**src/rtl/slec_pkg.sv**
```systemverilog
// Shared types, constants and the set 1 key table for the scan code console.
// No dependencies; used by slec_core and scancode_line_editor_console_unit.
package slec_pkg;

  localparam int SCREEN_WIDTH_DEF  = 80;
  localparam int SCREEN_HEIGHT_DEF = 25;
  localparam int LINE_CAPACITY_DEF = 256;

  localparam int ADDR_W  = 11;
  localparam int CHAR_W  = 7;
  localparam int COLOR_W = 8;
  localparam int LEN_W   = 8;
  localparam int CODE_W  = 8;

  localparam logic [COLOR_W-1:0] COLOR_RESET = 8'h0F;

  localparam logic [CHAR_W-1:0] KEY_NONE  = 7'h00;
  localparam logic [CHAR_W-1:0] KEY_BACK  = 7'h08;
  localparam logic [CHAR_W-1:0] KEY_ENTER = 7'h0A;
  localparam logic [CHAR_W-1:0] CHAR_PROMPT = 7'h3E;
  localparam logic [CHAR_W-1:0] CHAR_SPACE  = 7'h20;

  typedef struct packed {
    logic                 wr;
    logic [ADDR_W-1:0]    addr;
    logic [CHAR_W-1:0]    chr;
    logic [COLOR_W-1:0]   color;
    logic                 done;
    logic [LEN_W-1:0]     len;
  } res_t;

  function automatic logic [CHAR_W-1:0] slec_key(input logic [6:0] code);
    logic [CHAR_W-1:0] k;
    unique case (code)
      7'h01: k = 7'h1B;  7'h02: k = 7'h31;  7'h03: k = 7'h32;  7'h04: k = 7'h33;
      7'h05: k = 7'h34;  7'h06: k = 7'h35;  7'h07: k = 7'h36;  7'h08: k = 7'h37;
      7'h09: k = 7'h38;  7'h0A: k = 7'h39;  7'h0B: k = 7'h30;  7'h0C: k = 7'h2D;
      7'h0D: k = 7'h3D;  7'h0E: k = KEY_BACK; 7'h0F: k = 7'h09; 7'h10: k = 7'h71;
      7'h11: k = 7'h77;  7'h12: k = 7'h65;  7'h13: k = 7'h72;  7'h14: k = 7'h74;
      7'h15: k = 7'h79;  7'h16: k = 7'h75;  7'h17: k = 7'h69;  7'h18: k = 7'h6F;
      7'h19: k = 7'h70;  7'h1A: k = 7'h5B;  7'h1B: k = 7'h5D;  7'h1C: k = KEY_ENTER;
      7'h1E: k = 7'h61;  7'h1F: k = 7'h73;  7'h20: k = 7'h64;  7'h21: k = 7'h66;
      7'h22: k = 7'h67;  7'h23: k = 7'h68;  7'h24: k = 7'h6A;  7'h25: k = 7'h6B;
      7'h26: k = 7'h6C;  7'h27: k = 7'h3B;  7'h28: k = 7'h27;  7'h29: k = 7'h60;
      7'h2B: k = 7'h5C;  7'h2C: k = 7'h7A;  7'h2D: k = 7'h78;  7'h2E: k = 7'h63;
      7'h2F: k = 7'h76;  7'h30: k = 7'h62;  7'h31: k = 7'h6E;  7'h32: k = 7'h6D;
      7'h33: k = 7'h2C;  7'h34: k = 7'h2E;  7'h35: k = 7'h2F;  7'h37: k = 7'h2A;
      7'h39: k = CHAR_SPACE;
      default: k = KEY_NONE;
    endcase
    return k;
  endfunction

endpackage

```
**src/rtl/slec_core.sv**
```systemverilog
// Combinational step of the console: decodes one scan code against the cursor
// and line state and forms the next state and up to three result words. Uses slec_pkg.
module slec_core import slec_pkg::*; #(
  parameter int SCREEN_WIDTH  = SCREEN_WIDTH_DEF,
  parameter int SCREEN_HEIGHT = SCREEN_HEIGHT_DEF,
  parameter int LINE_CAPACITY = LINE_CAPACITY_DEF,
  localparam int ROW_W = $clog2(SCREEN_HEIGHT),
  localparam int COL_W = $clog2(SCREEN_WIDTH),
  localparam int LC_W  = $clog2(LINE_CAPACITY)
) (
  input  logic [CODE_W-1:0]  scan_code,
  input  logic [COLOR_W-1:0] color,
  input  logic [ROW_W-1:0]   row,
  input  logic [COL_W-1:0]   col,
  input  logic [LC_W-1:0]    lc,
  output logic [ROW_W-1:0]   row_nxt,
  output logic [COL_W-1:0]   col_nxt,
  output logic [LC_W-1:0]    lc_nxt,
  output logic [1:0]         cnt,
  output res_t [2:0]         res
);

  localparam int AW = ROW_W + COL_W;
  localparam logic [ROW_W-1:0] ROW_LAST = ROW_W'(SCREEN_HEIGHT - 1);
  localparam logic [COL_W-1:0] COL_LAST = COL_W'(SCREEN_WIDTH - 1);
  localparam logic [COL_W-1:0] COL_ONE  = COL_W'(1);
  localparam logic [COL_W-1:0] COL_AFTER_PROMPT = COL_W'((SCREEN_WIDTH > 2) ? 2 : 0);
  localparam bit PROMPT_WRAPS = (SCREEN_WIDTH <= 2);
  localparam logic [LC_W-1:0] LC_FULL = LC_W'(LINE_CAPACITY - 1);

  function automatic logic [ADDR_W-1:0] cell_addr(input logic [ROW_W-1:0] r,
                                                  input logic [COL_W-1:0] c);
    logic [AW-1:0]        a;
    logic [AW+ADDR_W-1:0] wide;
    a    = AW'(r) * AW'(SCREEN_WIDTH) + AW'(c);
    wide = {{ADDR_W{1'b0}}, a};
    return wide[ADDR_W-1:0];
  endfunction

  logic [CHAR_W-1:0]     key;
  logic [ROW_W-1:0]      row_inc;
  logic [ROW_W-1:0]      row_inc2;
  logic [LC_W+LEN_W-1:0] len_wide;

  assign key      = slec_key(scan_code[6:0]);
  assign row_inc  = (row == ROW_LAST) ? '0 : row + ROW_W'(1);
  assign row_inc2 = (row_inc == ROW_LAST) ? '0 : row_inc + ROW_W'(1);
  assign len_wide = {{LEN_W{1'b0}}, lc};

  always_comb begin
    row_nxt = row;
    col_nxt = col;
    lc_nxt  = lc;
    cnt     = 2'd0;
    res     = '0;
    if (!scan_code[7] && key != KEY_NONE) begin
      if (key == KEY_ENTER) begin
        cnt          = 2'd3;
        lc_nxt       = '0;
        res[0].done  = 1'b1;
        res[0].len   = len_wide[LEN_W-1:0];
        res[1].wr    = 1'b1;
        res[1].addr  = cell_addr(row_inc, '0);
        res[1].chr   = CHAR_PROMPT;
        res[1].color = color;
        res[2].wr    = 1'b1;
        res[2].addr  = cell_addr(row_inc, COL_ONE);
        res[2].chr   = CHAR_SPACE;
        res[2].color = color;
        col_nxt      = COL_AFTER_PROMPT;
        row_nxt      = PROMPT_WRAPS ? row_inc2 : row_inc;
      end else if (key == KEY_BACK) begin
        if (lc != '0) begin
          lc_nxt = lc - LC_W'(1);
          if (col != '0) begin
            cnt          = 2'd1;
            col_nxt      = col - COL_ONE;
            res[0].wr    = 1'b1;
            res[0].addr  = cell_addr(row, col - COL_ONE);
            res[0].chr   = CHAR_SPACE;
            res[0].color = color;
          end
        end
      end else if (lc < LC_FULL) begin
        cnt          = 2'd1;
        lc_nxt       = lc + LC_W'(1);
        res[0].wr    = 1'b1;
        res[0].addr  = cell_addr(row, col);
        res[0].chr   = key;
        res[0].color = color;
        if (col == COL_LAST) begin
          col_nxt = '0;
          row_nxt = row_inc;
        end else begin
          col_nxt = col + COL_ONE;
        end
      end
    end
  end

endmodule

```
**src/rtl/scancode_line_editor_console_unit.sv**
```systemverilog
// Scan code line editor console: top level with stream ports and color register.
// Depends on slec_pkg and slec_core.
//
// Each accepted scan code word is registered, then decoded when the output buffer
// has room, and its results loaded into a three-word output buffer; a new word is
// taken every cycle as long as the buffer drains. Printable keys and backspace give
// at most one result word, so they sustain one code per cycle while the output is
// ready; Enter gives three result words, which leave one per cycle while the output
// is ready, and the input is held back until they have gone.
module scancode_line_editor_console_unit import slec_pkg::*; #(
  parameter int SCREEN_WIDTH  = SCREEN_WIDTH_DEF,
  parameter int SCREEN_HEIGHT = SCREEN_HEIGHT_DEF,
  parameter int LINE_CAPACITY = LINE_CAPACITY_DEF
) (
  input  logic         clk,
  input  logic         rst_n,
  input  logic         in_tvalid,
  output logic         in_tready,
  input  logic [7:0]   in_tdata,   // [7:0] scan_code
  output logic         out_tvalid,
  input  logic         out_tready,
  output logic [39:0]  out_tdata,  // [0] cell_write, [11:1] cell_address,
                                   // [18:12] cell_char, [26:19] cell_color,
                                   // [27] line_done, [35:28] line_length
  output logic         out_tlast,
  input  logic         cfg_valid,
  output logic         cfg_ready,
  input  logic [7:0]   cfg_data    // [7:0] text_color
);

  localparam int ROW_W = $clog2(SCREEN_HEIGHT);
  localparam int COL_W = $clog2(SCREEN_WIDTH);
  localparam int LC_W  = $clog2(LINE_CAPACITY);

  logic               pend_r;
  logic [CODE_W-1:0]  scan_r;
  logic [COLOR_W-1:0] color_r;
  logic [ROW_W-1:0]   row_r;
  logic [COL_W-1:0]   col_r;
  logic [LC_W-1:0]    lc_r;
  res_t [2:0]         res_r;
  logic [1:0]         n_r;

  logic [ROW_W-1:0]   row_nxt;
  logic [COL_W-1:0]   col_nxt;
  logic [LC_W-1:0]    lc_nxt;
  logic [1:0]         cnt_nxt;
  res_t [2:0]         res_nxt;

  logic take;
  logic buf_free;
  logic proc;

  slec_core #(
    .SCREEN_WIDTH  (SCREEN_WIDTH),
    .SCREEN_HEIGHT (SCREEN_HEIGHT),
    .LINE_CAPACITY (LINE_CAPACITY)
  ) u_core (
    .scan_code (scan_r),
    .color     (color_r),
    .row       (row_r),
    .col       (col_r),
    .lc        (lc_r),
    .row_nxt   (row_nxt),
    .col_nxt   (col_nxt),
    .lc_nxt    (lc_nxt),
    .cnt       (cnt_nxt),
    .res       (res_nxt)
  );

  assign take      = out_tvalid && out_tready;
  assign buf_free  = (n_r == 2'd0) || (n_r == 2'd1 && out_tready);
  assign proc      = pend_r && buf_free;
  assign in_tready = !pend_r || proc;
  assign cfg_ready = 1'b1;

  assign out_tvalid = (n_r != 2'd0);
  assign out_tlast  = (n_r == 2'd1);
  assign out_tdata  = {4'b0, res_r[0].len, res_r[0].done, res_r[0].color,
                       res_r[0].chr, res_r[0].addr, res_r[0].wr};

  always_ff @(posedge clk) begin
    if (!rst_n) begin
      pend_r  <= 1'b0;
      color_r <= COLOR_RESET;
      row_r   <= '0;
      col_r   <= '0;
      lc_r    <= '0;
      n_r     <= 2'd0;
    end else begin
      if (cfg_valid && cfg_ready) begin
        color_r <= cfg_data;
      end
      if (in_tvalid && in_tready) begin
        pend_r <= 1'b1;
      end else if (proc) begin
        pend_r <= 1'b0;
      end
      if (proc) begin
        row_r <= row_nxt;
        col_r <= col_nxt;
        lc_r  <= lc_nxt;
        n_r   <= cnt_nxt;
      end else if (take) begin
        n_r <= n_r - 2'd1;
      end
    end
  end

  always_ff @(posedge clk) begin
    if (in_tvalid && in_tready) begin
      scan_r <= in_tdata;
    end
    if (proc) begin
      res_r <= res_nxt;
    end else if (take) begin
      res_r[0] <= res_r[1];
      res_r[1] <= res_r[2];
    end
  end

  a_col_in_row: assert property (@(posedge clk) disable iff (!rst_n)
    col_r <= COL_W'(SCREEN_WIDTH - 1))
    else $error("cursor column beyond the row");

  a_report_no_write: assert property (@(posedge clk) disable iff (!rst_n)
    out_tvalid && res_r[0].done |-> !res_r[0].wr && !out_tlast)
    else $error("line report word writes a cell or ends the group");

  a_report_then_prompt: assert property (@(posedge clk) disable iff (!rst_n)
    take && res_r[0].done |=> out_tvalid && res_r[0].wr && res_r[0].chr == CHAR_PROMPT)
    else $error("line report not followed by the prompt");

endmodule

```
**config.mk**
```make
export PLATFORM = sky130hd
export DESIGN_NAME = scancode_line_editor_console_unit
export DESIGN_NICKNAME = d
export VERILOG_FILES = /design/src/rtl/slec_pkg.sv /design/src/rtl/slec_core.sv /design/src/rtl/scancode_line_editor_console_unit.sv
export SDC_FILE = /design/constraint.sdc
export NUM_CORES = 1
export LEC_CHECK = 0
export ABC_AREA = 1
export ABC_CLOCK_PERIOD_IN_PS = 6650
export BUFFER_PORTS_ARGS = -buffer_cell sky130_fd_sc_hd__buf_2
export CAP_MARGIN = 20
export CORE_MARGIN = 1
export CORE_UTILIZATION = 51
export CTS_CLUSTER_DIAMETER = 30
export DETAILED_ROUTE_END_ITERATION = 8
export HOLD_SLACK_MARGIN = 0.03
export PLACE_DENSITY = 0.69
export SLEW_MARGIN = 20
export SYNTH_ARGS = -nofsm -noshare
export SYNTH_HDL_FRONTEND = slang
export SYNTH_HIERARCHICAL = 1
export SYNTH_SLANG_ARGS = --single-unit
```
**constraint.sdc**
```tcl
create_clock -name clk -period 6.65 [get_ports clk]
set_clock_uncertainty 0.1 [all_clocks]
set_input_delay 0.9975 -clock clk [delete_from_list [all_inputs] [get_ports clk]]
set_output_delay 0.9975 -clock clk [all_outputs]
set_load 0.05 [all_outputs]
```
Word level (Yosys, flattened, before mapping)

Memory sizes are Yosys's and may differ from the RTL's. A register that Yosys moved wholly into a read port is not among the register bits.
Index checks and enable logic that the tools add are counted.

Register bits after elaboration: 129
ROM bits: 448
Input port bits: 21
Output and inout bits: 44
Word-level logic and storage cells: 104
Memories: 1

Add/sub/neg operators: 9
Multiply operators: 2
Magnitude comparators: 1
Equal/unequal tests: 8
Mux-type cells: 39
Reductions and logical operators: 23

Memories:

| memory          | depth | width | rd ports | clocked after Yosys merged registers in | write ports | line           | source |
|---|---|---|---|---|---|---|---|
| (no name shown) | 64    | 7     | 1        | 1                                       | 0           | slec_pkg.sv:34 | `unique case (code)` |

Operators by type and width:

| cell                                              | number |
|---|---|
| 2-to-1 mux 27 bit                                 | 8 |
| 2-to-1 mux 72 bit                                 | 2 |
| 2-to-1 mux 7 bit                                  | 7 |
| 2-to-1 mux 36 bit                                 | 1 |
| 2-to-1 mux 8 bit                                  | 4 |
| 2-to-1 mux 5 bit                                  | 5 |
| adder 11 x 7 -> 11 bit                            | 2 |
| == test 7 x 4 -> 1 bit, second input constant     | 2 |
| multiplier 5 x 3 -> 7 bit, second input constant  | 2 |
| nonzero test 7 bit                                | 2 |
| 2-to-1 mux 2 bit                                  | 6 |
| adder 11 x 1 -> 11 bit, second input constant     | 1 |
| AND reduction 5 bit                               | 2 |
| nonzero test 2 bit                                | 5 |
| 2-to-1 mux 9 bit                                  | 1 |
| adder 8 x 1 -> 8 bit, second input constant       | 1 |
| less-than comparator 8 bit, second input constant | 1 |
| nonzero test 8 bit                                | 1 |
| subtractor 8 x 1 -> 8 bit, second input constant  | 1 |
| adder 7 x 1 -> 7 bit, second input constant       | 1 |
| == test 7 bit, second input constant              | 1 |
| subtractor 7 x 1 -> 7 bit, second input constant  | 1 |
| 2-to-1 mux 6 bit                                  | 1 |
| != test 3 x 2 -> 1 bit, second input constant     | 2 |
| other kinds (13)                                  | 22 |

Depth between registers and ports, before layout

Depth in word-level cells: 8
Gate-level depth with buffers: 24
Gate-level depth less buffers: 21

Hierarchy

Netlist, hierarchy kept.

Modules (own cells, without submodules):

| module                            | times used | cells an instance | area each (µm²) | seq. area each (µm²) |
|---|---|---|---|---|
| scancode_line_editor_console_unit | 1          | 544               | 5896.9          | 4103.9 |
| slec_core                         | 1          | 765               | 4091.4          | 0.0 |

Worst setup path before layout

No wires, ideal clock.

Path type: in2reg
Start: in out_tready
End: reg n_r[0]
Library setup time: 0.112 ns
Arrival time: 3.002 ns
Data required time: 6.438 ns
Slack: 3.436 ns
Stages on the path: 6
Path buffers: 0
Path through: nand2_1 -> nand2_1 -> o21ai_0 -> inv_1 -> nand2_1 -> inv_1

Word-level cells in the longest chain between the ends: 4
Elaborated cells on any way between the ends: 6
Those cells by class: mux: 1; reduce/logical: 5

Ends and longest elaborated chain:

| what                                                          | line                                     | source |
|---|---|---|
| start: declaration                                            | scancode_line_editor_console_unit.sv:21  | `input logic out_tready,` |
| logical AND 1 bit                                             | scancode_line_editor_console_unit.sv:72  | `assign buf_free = (n_r == 2'd0) \|\| (n_r == 2'd1 && out_tready);` |
| logical OR 1 bit                                              | scancode_line_editor_console_unit.sv:72  |  |
| logical AND 1 bit                                             | scancode_line_editor_console_unit.sv:73  | `assign proc = pend_r && buf_free;` |
| 2-to-1 mux 2 bit / nonzero test 2 bit (equally long branches) | n/a                                      |  |
| end signal: assignment                                        | scancode_line_editor_console_unit.sv:103 | `n_r <= cnt_nxt;` |
| end signal: assignment                                        | scancode_line_editor_console_unit.sv:105 | `n_r <= n_r - 2'd1;` |
| end: declaration                                              | scancode_line_editor_console_unit.sv:42  | `logic [1:0] n_r;` |

Parallel ways exist; a longest one is shown, timed or not.
A chain may end at the register's enable or synchronous reset.

==> results.yml <==
floorplanning:
  io_pins: 65
  num_rows: 50
  core_um2: 19000
  die_h_um: 142
  start_util_pct: 52.7
  dieArea_um2: 20100
  die_w_um: 142
clocking:
  cts_buffers: 17
  cts_resized: 0
  hold_buffers: 0
  cts_setup_buffers: 0
  cts.sinks: 147
  cts.reportedPaths.clkPinSlew_ns: 0.07
  clock-root-buffer: "clkbuf_16"
  clk_path_buf_depth: 2
  htreeDepth: 4
  clk_latency_ns: 0.43
  cts_tree: "yes"
global_routing:
  antenna_found_initial: 0
  grt_pass1_vias: 7116
  overflow: 0
  grt_pass1_wl_um: 36700
  grt_max_degree: 77
  grt.total_usage_pct: 23.5
detailed_routing:
  firstDrtPassIters: 6
  met1_length_um: 10600
  route.met3.wl_um: 1700
  top_layer_used: "met4"
  drt-initial-drc-count: 871
  vias_per_cell: 5.14
  drc: 0
  drt_wl_total_um: 22700
  wl_met2_um: 9840
  via_count: 7952
  wl_per_cell_um: 14.7
  ant_nets: 0
sta:
  slew_headroom_pct: 31.8
  tightest_slew_ns: 1.02
  finalCritPeriodShare_pct: 62.3
  max_freq_mhz: 241
  tns_ns: 0
  fin_crit_ns: 4.14
  slew_viol_final: 0
  rsz0062_at_grt: "no"
  hold_violations: 0
  final-setup-viol-count: 0
logic_synthesis:
  synthFlopType: "edfxtp_1"
  synth_cell_types: 37
  yosys.area.top_type: "edfxtp_1"
  yosys-top-cells-area: "edfxtp_1 35%, nand2_1 17%, buf_4 8.0%"
  synth_seq_cells: 147
  ys_seq_area_share_pct: 41.1
  synth_top_area_share_pct: 34.9
  synth_warnings: 6
  synth_area_per_cell_um2: 7.63
  synth_edf_count: 116
  synthArstFlopShare_pct: 0
  synth_cells: 1309
  ys_top_cells_by_count: "440 x nand2_1, 130 x nor2_1, 116 x edfxtp_1, 106 x buf_4, 94 x nand3_1"
  yosysMostFrequentCell: "nand2_1"
  syn_area_um2: 9990
critical_path:
  crit_required_ns: 6.84
  worstSetupPathType: "reg -> reg"
  cp-end-kind: "flip-flop"
  start_kind: "flip-flop"
  worstPathMaxFanout: 29
  crit_arrival_ns: 4.34
pwr:
  vdd_drop_max_uv: 536
  cellPowerDensity_nw_per_um2: 433
  p_comb_share_pct: 44.1
  p_int_mw: 2.40
  switching_share_pct: 45.9
  p_switching_mw: 2.03
  power.leakage_nw: 4.74
  p_seq_share_pct: 34.8
  p_clk_share_pct: 21.1
final_layout:
  fillerInstances: 1762
  utilization_pct: 54.0
  final_cells: 1546
  final_area_um2: 10200
  nNetsFinal: 1338
  n_antenna_cell: 0
  drive_above_1_share_pct: 9.72
  syn2layout_area_growth_pct: 2.47
place:
  port_buffers: 59
  dpl.cell_count: 1514
  dpl.hpwl_um: 14800
  place.gp.congestion: 0.942
  placed_area_um2: 9670
run_status:
  status: "completed"
hold_path:
  hold_class: "reg -> reg"
job:
  drv_cap: 0
## kinds of logic after synthesis
group / count (synthesis) / share of synthesized area (%)
simple gates: 706 / 28.8
fa+ha+maj: 44 / 5.81
compound gates: 131 / 6.91
other cells: 3 / 0.113
xor+xnor: 25 / 2.19
flops: 147 / 41.1
buf+inv: 253 / 15.1
## registers in the layout, summed over array words and instances, names as in the netlist
signal / cells
res_r: 72
out_tdata: 36
color_r: 8
lc_r: 8
scan_r: 8
col_r: 7
row_r: 5
n_r: 2
pend_r: 1
## cell usage in the layout (no fill, tap or decap), drive strengths merged
master and n:
o211ai 1, nand3 97, nor4 1, conb 38, buf 66, nand2 448, inv 103, clkinv 8
xnor2 2, o21ai 96, nor2 132, edfxtp 116, a21oi 29, xor2 23, or2 4, clkinvlp 1
nor3 17, dfxtp 31, ha 40, clkbuf 17, a31oi 2, a22oi 2, nand4 6, a21boi 1
fa 4, and2b 1
## power groups by stage
stage / Clock, mW / Sequential [mW] / Combinational (mW)
2_1_floorplan: 0 / 1.51 / 1.72
3_3_place_gp: 0 / 1.55 / 1.93
3_5_place_dp: 0 / 1.56 / 1.94
4_1_cts: 0.946 / 1.54 / 1.95
5_1_grt: 0.981 / 1.58 / 2.17
6_report: 0.935 / 1.54 / 1.95
## path summary, 6_finish.rpt
path	start	cells past startpoint	slack, ns	end
min reg2reg	color_r[1]$_SDFFE_PN1P_	2	0.39	color_r[1]$_SDFFE_PN1P_
min	color_r[1]$_SDFFE_PN1P_	2	0.39	color_r[1]$_SDFFE_PN1P_
max reg2reg	scan_r[1]$_DFFE_PP_	16	2.51	out_tdata[5]$_DFFE_PP_
max	scan_r[1]$_DFFE_PP_	16	2.51	out_tdata[5]$_DFFE_PP_
## worst max-delay path: stages, from the launching register on
cell,delay [ns]
edfxtp_1,0.57
inv_1,0.24
ha_1,0.32
inv_1,0.11
nand2_1,0.17
nand2_1,0.11
nand2_1,0.05
nand2_1,0.08
nand3_2,0.12
a21oi_4,0.35
nand3_2,0.55
buf_4,0.46
inv_6,0.18
nand3_2,0.08
a21oi_1,0.31
nand2_1,0.11
nand2_1,0.08
## per-stage QoR
stage               setup slack [ns]  total power [mW]  hold slack [ns]
finish                          2.51              4.43            0.392
global route                    2.21              4.73            0.430
CTS                             2.59              4.44            0.391
detailed placement              2.64              3.50            0.374
global placement                2.61              3.49            0.370
floorplan                       3.44              3.23            0.351
## per-layer routing
metal	track usage [%]	vias to the layer above
met5	0	-
met4	9.39	0
met3	5.08	34
met2	35.3	318
met1	32.9	3599
li1	-	4001
## final cells by class
class,instances,area (um2),area share (%)
Timing Repair Buffer,66,348,3.40
Clock buffer,17,425,4.16
Tap cell,260,325,3.18
Sequential cell,147,4100,40.1
Clock inverter,15,143,1.39
Multi-Input combinational cell,944,4520,44.1
Inverter,97,374,3.66
(Power assumes the default switching activity.)
